[src/rtl/mqtt_pkg.sv]
package mqtt_pkg;

  localparam int LENGTH_BITS = 28;
  localparam int ACC_BITS    = 28;
  localparam int LIMIT_BITS  = 28;

  localparam logic [ACC_BITS-1:0] LEN_MAX =
    ACC_BITS'((64'd1 << LENGTH_BITS) - 64'd1);
  localparam logic [LIMIT_BITS-1:0] LIMIT_RESET = LIMIT_BITS'(1048576);

  localparam logic [3:0] PKT_PUBLISH = 4'd3;

  localparam logic [2:0] ROLE_HEADER    = 3'd0;
  localparam logic [2:0] ROLE_LENGTH    = 3'd1;
  localparam logic [2:0] ROLE_TOPIC_LEN = 3'd2;
  localparam logic [2:0] ROLE_TOPIC     = 3'd3;
  localparam logic [2:0] ROLE_PACKET_ID = 3'd4;
  localparam logic [2:0] ROLE_PAYLOAD   = 3'd5;
  localparam logic [2:0] ROLE_OTHER     = 3'd6;
  localparam logic [2:0] ROLE_ERROR     = 3'd7;

  localparam logic [1:0] ERR_NONE      = 2'd0;
  localparam logic [1:0] ERR_TOO_LONG  = 2'd1;
  localparam logic [1:0] ERR_LIMIT     = 2'd2;
  localparam logic [1:0] ERR_MALFORMED = 2'd3;

  typedef enum logic [1:0] {
    PH_HEADER,
    PH_LENGTH,
    PH_BODY,
    PH_ERROR
  } phase_t;

  typedef struct packed {
    logic [2:0]  byte_role;
    logic [7:0]  data_byte;
    logic [3:0]  packet_type;
    logic [1:0]  qos_level;
    logic [15:0] topic_size;
    logic        last_of_packet;
    logic [1:0]  error_code;
  } result_t;

endpackage

[src/rtl/mqtt_ifs.sv]
interface mqtt_byte_if;
  logic       valid;
  logic       ready;
  logic [7:0] rx_byte;

  modport source (output valid, output rx_byte, input ready);
  modport sink (input valid, input rx_byte, output ready);
endinterface

interface mqtt_result_if;
  logic        valid;
  logic        ready;
  logic [2:0]  byte_role;
  logic [7:0]  data_byte;
  logic [3:0]  packet_type;
  logic [1:0]  qos_level;
  logic [15:0] topic_size;
  logic        last_of_packet;
  logic [1:0]  error_code;

  modport source (
    output valid, output byte_role, output data_byte, output packet_type,
    output qos_level, output topic_size, output last_of_packet, output error_code,
    input ready
  );
  modport sink (
    input valid, input byte_role, input data_byte, input packet_type,
    input qos_level, input topic_size, input last_of_packet, input error_code,
    output ready
  );
endinterface

interface mqtt_cfg_if;
  logic        valid;
  logic        ready;
  logic [27:0] max_remaining_length;

  modport source (output valid, output max_remaining_length, input ready);
  modport sink (input valid, input max_remaining_length, output ready);
endinterface

[src/rtl/mqtt_parser.sv]
module mqtt_parser import mqtt_pkg::*; (
  input  logic                  clk,
  input  logic                  rst,
  input  logic                  step,
  input  logic [7:0]            rx_byte,
  input  logic [LIMIT_BITS-1:0] limit,
  output result_t               res
);

  phase_t                 phase, phase_next;
  logic [7:0]             header_reg, header_next;
  logic [LENGTH_BITS-1:0] length_accum, length_accum_next;
  logic [1:0]             length_byte_count, length_byte_count_next;
  logic [LENGTH_BITS-1:0] body_count, body_count_next;
  logic [15:0]            topic_len_reg, topic_len_next;
  logic                   malformed_flag, malformed_next;
  logic [1:0]             sticky_error, sticky_error_next;

  logic [3:0]             typ;
  logic [1:0]             qos;
  logic                   pub;
  logic [4:0]             shamt;
  logic [ACC_BITS-1:0]    acc;
  logic [LENGTH_BITS-1:0] acc_len;
  logic                   over_width;
  logic                   over_limit;
  logic                   cont;
  logic                   too_long;
  logic [LENGTH_BITS-1:0] idx_inc;
  logic [LENGTH_BITS-1:0] topic_ext;
  logic                   body_last;

  assign typ = header_reg[7:4];
  assign qos = header_reg[2:1];
  assign pub = (typ == PKT_PUBLISH);

  // length group weight: 7 bits per byte already seen
  always_comb begin
    case (length_byte_count)
      2'd0:    shamt = 5'd0;
      2'd1:    shamt = 5'd7;
      2'd2:    shamt = 5'd14;
      default: shamt = 5'd21;
    endcase
  end

  assign acc        = ACC_BITS'(length_accum) + (ACC_BITS'(rx_byte[6:0]) << shamt);
  assign acc_len    = acc[LENGTH_BITS-1:0];
  assign over_width = (acc > LEN_MAX);
  assign over_limit = (LIMIT_BITS'(acc_len) > limit);
  assign cont       = rx_byte[7];
  assign too_long   = (length_byte_count == 2'd3);

  assign idx_inc   = body_count + LENGTH_BITS'(1);
  assign topic_ext = LENGTH_BITS'(topic_len_reg);
  assign body_last = (idx_inc >= length_accum);

  always_comb begin
    phase_next = phase;
    unique case (phase)
      PH_HEADER: phase_next = PH_LENGTH;
      PH_LENGTH: begin
        if (over_width) begin
          phase_next = PH_ERROR;
        end else if (cont) begin
          if (too_long) phase_next = PH_ERROR;
        end else if (over_limit) begin
          phase_next = PH_ERROR;
        end else if (acc_len == '0) begin
          phase_next = PH_HEADER;
        end else begin
          phase_next = PH_BODY;
        end
      end
      PH_BODY: begin
        if (body_last) phase_next = PH_HEADER;
      end
      PH_ERROR: phase_next = PH_ERROR;
      default: phase_next = PH_ERROR;
    endcase
  end

  always_comb begin
    logic [17:0] need;
    header_next            = header_reg;
    length_accum_next      = length_accum;
    length_byte_count_next = length_byte_count;
    body_count_next        = body_count;
    topic_len_next         = topic_len_reg;
    malformed_next         = malformed_flag;
    sticky_error_next      = sticky_error;
    need                   = '0;

    res.byte_role      = ROLE_ERROR;
    res.data_byte      = rx_byte;
    res.packet_type    = typ;
    res.qos_level      = qos;
    res.topic_size     = '0;
    res.last_of_packet = 1'b0;
    res.error_code     = ERR_NONE;

    unique case (phase)
      PH_HEADER: begin
        header_next            = rx_byte;
        length_accum_next      = '0;
        length_byte_count_next = '0;
        body_count_next        = '0;
        topic_len_next         = '0;
        malformed_next         = 1'b0;
        res.byte_role          = ROLE_HEADER;
        res.packet_type        = rx_byte[7:4];
        res.qos_level          = rx_byte[2:1];
      end
      PH_LENGTH: begin
        res.byte_role = ROLE_LENGTH;
        if (over_width || (cont && too_long) || (!cont && over_limit)) begin
          sticky_error_next = (cont && too_long && !over_width) ? ERR_TOO_LONG : ERR_LIMIT;
          res.byte_role     = ROLE_ERROR;
          res.packet_type   = '0;
          res.qos_level     = '0;
          res.error_code    = sticky_error_next;
        end else begin
          length_accum_next = acc_len;
          if (cont) begin
            length_byte_count_next = length_byte_count + 2'd1;
          end else if (acc_len == '0) begin
            res.last_of_packet = 1'b1;
            res.error_code     = pub ? ERR_MALFORMED : ERR_NONE;
          end else begin
            body_count_next = '0;
            topic_len_next  = '0;
            malformed_next  = 1'b0;
          end
        end
      end
      PH_BODY: begin
        if (!pub) begin
          res.byte_role = ROLE_OTHER;
        end else if (body_count == '0) begin
          res.byte_role  = ROLE_TOPIC_LEN;
          topic_len_next = {rx_byte, 8'h00};
        end else if (body_count == LENGTH_BITS'(1)) begin
          res.byte_role  = ROLE_TOPIC_LEN;
          topic_len_next = {topic_len_reg[15:8], rx_byte};
          need = 18'd2 + 18'(topic_len_next) + ((qos != 2'd0) ? 18'd2 : 18'd0);
          if (LENGTH_BITS'(need) > length_accum) malformed_next = 1'b1;
        end else if (body_count < topic_ext + LENGTH_BITS'(2)) begin
          res.byte_role = ROLE_TOPIC;
        end else if (qos != 2'd0 && body_count < topic_ext + LENGTH_BITS'(4)) begin
          res.byte_role = ROLE_PACKET_ID;
        end else begin
          res.byte_role = ROLE_PAYLOAD;
        end
        if (pub && body_count != '0) res.topic_size = topic_len_next;
        body_count_next    = idx_inc;
        res.last_of_packet = body_last;
        if (body_last && pub && (length_accum < LENGTH_BITS'(2) || malformed_next)) begin
          res.error_code = ERR_MALFORMED;
        end
      end
      PH_ERROR: begin
        res.packet_type = '0;
        res.qos_level   = '0;
        res.error_code  = sticky_error;
      end
      default: begin
        res.packet_type = '0;
        res.qos_level   = '0;
        res.error_code  = sticky_error;
      end
    endcase
  end

  always_ff @(posedge clk) begin
    if (rst) begin
      phase             <= PH_HEADER;
      header_reg        <= '0;
      length_accum      <= '0;
      length_byte_count <= '0;
      body_count        <= '0;
      topic_len_reg     <= '0;
      malformed_flag    <= 1'b0;
      sticky_error      <= ERR_NONE;
    end else if (step) begin
      phase             <= phase_next;
      header_reg        <= header_next;
      length_accum      <= length_accum_next;
      length_byte_count <= length_byte_count_next;
      body_count        <= body_count_next;
      topic_len_reg     <= topic_len_next;
      malformed_flag    <= malformed_next;
      sticky_error      <= sticky_error_next;
    end
  end

`ifndef SYNTHESIS
  a_error_sticks: assert property (@(posedge clk) disable iff (rst)
    phase == PH_ERROR |=> phase == PH_ERROR)
    else $error("left sticky error phase");

  a_header_not_last: assert property (@(posedge clk) disable iff (rst)
    step && phase == PH_HEADER |-> !res.last_of_packet)
    else $error("header beat flagged as last");

  a_error_role_locks: assert property (@(posedge clk) disable iff (rst)
    step && res.byte_role == ROLE_ERROR |=> phase == PH_ERROR)
    else $error("error beat did not lock the parser");
`endif

endmodule

[src/rtl/mqtt_packet_deframer.sv]
// MQTT packet deframer.
// stream: one received byte per beat (valid/ready, rx_byte).
// result: one beat per input byte, carrying the byte's role, the byte itself,
//   packet type, qos, topic length of a PUBLISH, end-of-packet flag and
//   error code.
// cfg: write-only channel for max_remaining_length; always ready, to be
//   written only while the block is idle.
// Output: a byte's result is registered and shown in the cycle after its beat.
// Throughput: one byte per cycle unless stalled; the per-byte state update
//   is one registered step (length add, compare), then the result register.
// Reset: parser back to awaiting a fixed header, sticky error cleared,
//   limit set to 1048576, no result pending.
// Stall: the result register holds one finished result; a new byte is taken
//   in the cycle the held result is taken, so stream.ready follows
//   result.ready while a result is pending.
// A remaining length over the limit or a continuation bit on a fourth length
//   byte locks the block in error (role 7) until reset.
module mqtt_packet_deframer import mqtt_pkg::*; (
  input  logic          clk,
  input  logic          rst,
  mqtt_cfg_if.sink      cfg,
  mqtt_byte_if.sink     stream,
  mqtt_result_if.source result
);

  logic [LIMIT_BITS-1:0] limit;
  logic                  step;
  logic                  out_valid;
  result_t               res;
  result_t               out_reg;

  assign cfg.ready    = 1'b1;
  assign stream.ready = !out_valid || result.ready;
  assign step         = stream.valid && stream.ready;

  always_ff @(posedge clk) begin
    if (rst) begin
      limit <= LIMIT_RESET;
    end else if (cfg.valid) begin
      limit <= cfg.max_remaining_length;
    end
  end

  mqtt_parser u_parser (
    .clk     (clk),
    .rst     (rst),
    .step    (step),
    .rx_byte (stream.rx_byte),
    .limit   (limit),
    .res     (res)
  );

  always_ff @(posedge clk) begin
    if (rst) begin
      out_valid <= 1'b0;
    end else if (step) begin
      out_valid <= 1'b1;
    end else if (result.ready) begin
      out_valid <= 1'b0;
    end
  end

  always_ff @(posedge clk) begin
    if (step) out_reg <= res;
  end

  assign result.valid          = out_valid;
  assign result.byte_role      = out_reg.byte_role;
  assign result.data_byte      = out_reg.data_byte;
  assign result.packet_type    = out_reg.packet_type;
  assign result.qos_level      = out_reg.qos_level;
  assign result.topic_size     = out_reg.topic_size;
  assign result.last_of_packet = out_reg.last_of_packet;
  assign result.error_code     = out_reg.error_code;

`ifndef SYNTHESIS
  a_stall_only_when_full: assert property (@(posedge clk) disable iff (rst)
    !stream.ready |-> result.valid && !result.ready)
    else $error("input stalled with room in result register");

  a_beat_gives_result: assert property (@(posedge clk) disable iff (rst)
    stream.valid && stream.ready |=> result.valid)
    else $error("accepted beat produced no result");

  a_error_role_has_code: assert property (@(posedge clk) disable iff (rst)
    result.valid && result.byte_role == ROLE_ERROR |-> result.error_code != ERR_NONE)
    else $error("error role without error code");
`endif

endmodule
[src/flat_wrapper.sv]
// flat-port wrapper written by rule: the top's interface ports become plain ports
module mqtt_packet_deframer_flat import mqtt_pkg::*;
  (clk, rst, cfg_valid, cfg_max_remaining_length, cfg_ready, stream_valid, stream_rx_byte, stream_ready, result_valid, result_byte_role, result_data_byte, result_packet_type, result_qos_level, result_topic_size, result_last_of_packet, result_error_code, result_ready);
  mqtt_cfg_if cfg_i ();
  mqtt_byte_if stream_i ();
  mqtt_result_if result_i ();
  input  logic clk;
  input  logic rst;
  input wire logic [$bits(cfg_i.valid)-1:0] cfg_valid;
  input wire logic [$bits(cfg_i.max_remaining_length)-1:0] cfg_max_remaining_length;
  output wire logic [$bits(cfg_i.ready)-1:0] cfg_ready;
  input wire logic [$bits(stream_i.valid)-1:0] stream_valid;
  input wire logic [$bits(stream_i.rx_byte)-1:0] stream_rx_byte;
  output wire logic [$bits(stream_i.ready)-1:0] stream_ready;
  output wire logic [$bits(result_i.valid)-1:0] result_valid;
  output wire logic [$bits(result_i.byte_role)-1:0] result_byte_role;
  output wire logic [$bits(result_i.data_byte)-1:0] result_data_byte;
  output wire logic [$bits(result_i.packet_type)-1:0] result_packet_type;
  output wire logic [$bits(result_i.qos_level)-1:0] result_qos_level;
  output wire logic [$bits(result_i.topic_size)-1:0] result_topic_size;
  output wire logic [$bits(result_i.last_of_packet)-1:0] result_last_of_packet;
  output wire logic [$bits(result_i.error_code)-1:0] result_error_code;
  input wire logic [$bits(result_i.ready)-1:0] result_ready;
  assign cfg_i.valid = cfg_valid;
  assign cfg_i.max_remaining_length = cfg_max_remaining_length;
  assign cfg_ready = cfg_i.ready;
  assign stream_i.valid = stream_valid;
  assign stream_i.rx_byte = stream_rx_byte;
  assign stream_ready = stream_i.ready;
  assign result_valid = result_i.valid;
  assign result_byte_role = result_i.byte_role;
  assign result_data_byte = result_i.data_byte;
  assign result_packet_type = result_i.packet_type;
  assign result_qos_level = result_i.qos_level;
  assign result_topic_size = result_i.topic_size;
  assign result_last_of_packet = result_i.last_of_packet;
  assign result_error_code = result_i.error_code;
  assign result_i.ready = result_ready;
  mqtt_packet_deframer u_core (.clk(clk), .rst(rst), .cfg(cfg_i), .stream(stream_i), .result(result_i));
endmodule
[config.mk]
export PLATFORM = sky130hd
export DESIGN_NAME = mqtt_packet_deframer_flat
export DESIGN_NICKNAME = d
export VERILOG_FILES = /design/src/rtl/mqtt_pkg.sv /design/src/rtl/mqtt_ifs.sv /design/src/rtl/mqtt_parser.sv /design/src/rtl/mqtt_packet_deframer.sv /design/src/flat_wrapper.sv
export SDC_FILE = /design/constraint.sdc
export NUM_CORES = 1
export LEC_CHECK = 0
export BUFFER_PORTS_ARGS = -buffer_cell sky130_fd_sc_hd__buf_4
export CORE_AREA = 2 2 152 154
export DETAILED_ROUTE_END_ITERATION = 6
export DIE_AREA = 0 0 154 156
export GPL_ROUTABILITY_DRIVEN = 1
export PLACE_DENSITY = 0.73
export SLEW_MARGIN = 10
export SYNTH_ARGS = -nofsm -noshare
export SYNTH_HDL_FRONTEND = slang
export SYNTH_SLANG_ARGS = --single-unit
[constraint.sdc]
create_clock -name clk -period 9.6 [get_ports clk]
set_input_delay 0.48 -clock clk [delete_from_list [all_inputs] [get_ports clk]]
set_output_delay 0.48 -clock clk [all_outputs]
set_load 0.1 [all_outputs]
==> results.sh <==
export IMPL_synth_warnings=0
export IMPL_syn_to_final_growth_pct=10.2
export IMPL_fin_crit_ps=8270
export IMPL_nets=1671
export IMPL_setup_violations=0
export IMPL_htreeDepth=4
export IMPL_hp_class="input port to flop"
export IMPL_tns_ps=0
export IMPL_clk_path_buf_depth=2
export IMPL_antenna_left=0
export IMPL_arrival_ps=8560
export IMPL_synthSimpleGateAreaFrac=0.201
export IMPL_gp_congestion=1.03
export IMPL_crit_slowest_cell="nor2_4"
export IMPL_overflow=0
export IMPL_worstMarginPinSlew_ps=966
export IMPL_drive_gt1_frac=0.0971
export IMPL_firstDrtPassIters=6
export IMPL_cts_made_buffers=17
export IMPL_max_clock_freq_mhz=121
export IMPL_ios=80
export IMPL_crit_required_ps=9890
export IMPL_max_slew_margin=0.355
export IMPL_hpwl_um=25900
export IMPL_avgRoutedWirePerCell_um=19.6
export IMPL_p_per_area_nw_per_um2=123
export IMPL_cpPeakStageDelay_ps=810
export IMPL_synth_area_leaders="dfxtp_1, ha_1, edfxtp_1"
export IMPL_die_h_um=156
export IMPL_path_clk_slew_ps=70
export IMPL_finalHoldViolations=0
export IMPL_ir_worst_vdd_mv=0.120
export IMPL_grtUsageTotal=0.289
export IMPL_via_count=11100
export IMPL_fillers=1966
export IMPL_grt_first_pass_wirelength_um=55500
export IMPL_leakage_nw=5.92
export IMPL_holdWs_ps=273
export IMPL_cts_hold_buf=0
export IMPL_switching_share=0.307
export IMPL_synth_fa_ha_area_frac=0.155
export IMPL_synth_compound_area_share=0.213
export IMPL_async_flop_share=0
export IMPL_top_regs="u_core.limit (28), u_core.u_parser.body_count (28), u_core.u_parser.length_accum (28)"
export IMPL_combPwrFrac=0.186
export IMPL_worst_skew_pair_late_latency_ps=440
export IMPL_synth_common_cells="ha_1, nor2_1, nand2_1"
export IMPL_postCtsSetupRepairBufs=0
export IMPL_seq_area_frac_synth=0.277
export IMPL_grt_max_degree=58
export IMPL_clock_power_share=0.404
export IMPL_grt_pass1_vias=10600
export IMPL_total_power_w=0.00165
export IMPL_yosys_area_top_type="dfxtp_1"
export IMPL_maxCapViolCount=0
export IMPL_wirelength_um=34900
export IMPL_fin_skew_ps=11.4
export IMPL_cts_root_buf="clkbuf_16"
export IMPL_p_sw_w=0.000507
export IMPL_status="completed"
export IMPL_coreArea_um2=22400
export IMPL_synth_top_area_frac=0.188
export IMPL_antenna_found_initial=0
export IMPL_seqPwrFrac=0.410
export IMPL_drc=0
export IMPL_syn_inst=1448
export IMPL_startpoint_type="flop"
export IMPL_cts_resized=0
export IMPL_synth_fp_nets=1639
export IMPL_cts_sinks=150
export IMPL_cp_max_fo=31
export IMPL_synth_top_family_by_area="compound AO/OA/AOI/OAI gates"
export IMPL_synth_most_common_cell="ha_1"
export IMPL_initial_utilization=0.544
export IMPL_cts_tree="built"
export IMPL_worstSetupPathType="flop to flop"
export IMPL_avgSynthCellArea_um2=8.40
export IMPL_min_period_over_period=0.861
export IMPL_dr_first_iter_drc_count=927
export IMPL_drv_slew=0
export IMPL_worst_slack_ps=1330
export IMPL_end_kind="flop"
export IMPL_port_buffers=78
export IMPL_antennaDiodeCount=0
export IMPL_synth_distinct_cells=86
export IMPL_synth_edf_count=36
export IMPL_std_cell_rows=55
export IMPL_synth_seq_cells=150
export IMPL_grt_setup_unrepaired="false"
export IMPL_dp_worst_setup_slack_ps=1630
export IMPL_dieArea_um2=24000
export IMPL_avgViaCountPerCell=6.25
export IMPL_synth_area_um2=12200
export IMPL_synthMuxAreaShare=0.0444
export IMPL_path_common_cell="nor2_1"
export IMPL_power_internal_w=0.00115
export IMPL_synth_main_ff_cell="dfxtp_1"
export IMPL_fp_dieW_um=154
export IMPL_synth_xor_area_frac=0.0547
## metrics by stage
step | std cells | area (um^2) | util
detailed placement | 1746 | 12800 | 0.574
CTS | 1778 | 13400 | 0.599
global route | 1778 | 13400 | 0.599
finish | 1778 | 13400 | 0.599
floorplan | 1448 | 12200 | -
global placement | 1746 | 12800 | 0.574
## final timing paths
| kind | startpoint | to | slack (ps) | cells after the start |
|---|---|---|---|---|
| worst max-delay path | u_core.u_parser.length_byte_count[0] | u_core.u_parser.body_count[26] | 1330 | 27 |
| worst min-delay path | cfg_max_remaining_length[14] | u_core.limit[14] | 270 | 3 |
| worst max register to register | u_core.u_parser.length_byte_count[0] | u_core.u_parser.body_count[26] | 1330 | 27 |
| worst min register to register | u_core.u_parser.header_reg[6] | u_core.u_parser.header_reg[6] | 470 | 2 |
## power by group through the flow
stage	clock (W)	combinational (W)	sequential, W
floorplan	0	0.000164	0.000755
global placement	0	0.000297	0.000692
detailed placement	0	0.000302	0.000693
CTS	0.000673	0.000304	0.000679
global route	0.000704	0.000331	0.000681
finish	0.000668	0.000307	0.000679
## area by class of cell
type | count | area, um^2 | share of cell area
repair buffers | 84 | 631 | 0.0470
multi-input cells | 1130 | 8130 | 0.606
flip-flops and latches | 150 | 3360 | 0.251
clock inverters | 13 | 128 | 0.00952
inverters | 97 | 364 | 0.0272
well taps | 285 | 357 | 0.0266
clock buffers | 19 | 433 | 0.0323
## kinds of logic (layout without fill, tap and decap cells)
logic type,after synthesis,count (layout)
AOI/OAI and AO/OA,360,360
xor gates and xnor gates,76,76
adders and majority gates,150,150
buffers and inverters,168,213
DFF,150,150
muxes,52,52
other,1,1
and+or+nand+nor,491,491
## cells in the final DEF (no fill, tap or decap), types with 7 or more instances in the layout
| master | instances |
|---|---|
| o2bb2ai_1 | 16 |
| nor4_1 | 15 |
| nor3_1 | 18 |
| a22o_1 | 36 |
| ha_1 | 149 |
| edfxtp_1 | 36 |
| and3_1 | 23 |
| buf_4 | 84 |
| a211oi_1 | 11 |
| or2_2 | 7 |
| xnor2_1 | 45 |
| mux2i_1 | 46 |
| inv_1 | 95 |
| or3_1 | 8 |
| o32ai_1 | 13 |
| nand2b_1 | 11 |
| a22oi_1 | 11 |
| xor2_1 | 31 |
| a21oi_1 | 82 |
| nor2b_1 | 13 |
| nor2_1 | 132 |
| clkbuf_16 | 17 |
| nand2_1 | 119 |
| o21ai_0 | 45 |
| a21o_1 | 48 |
| and2_1 | 32 |
| nand4_1 | 29 |
| nand3_1 | 54 |
| o21a_1 | 13 |
| dfxtp_1 | 114 |
## per-layer routing
metal	GRT usage	share of wire
met2	0.477	0.46
met5	0	0
met1	0.373	0.44
met3	0.0483	0.069
met4	0.126	0.038
## critical path: cells and delay by family, from the launching register on
kind	cells	cell delay, ps
AOI/OAI and AO/OA	9	2660
adders and majority gates	3	1370
buffers and inverters	1	190
DFF	1	630
muxes	2	670
and+or+nand+nor	12	2570
Power figures use the tool's default switching activity.
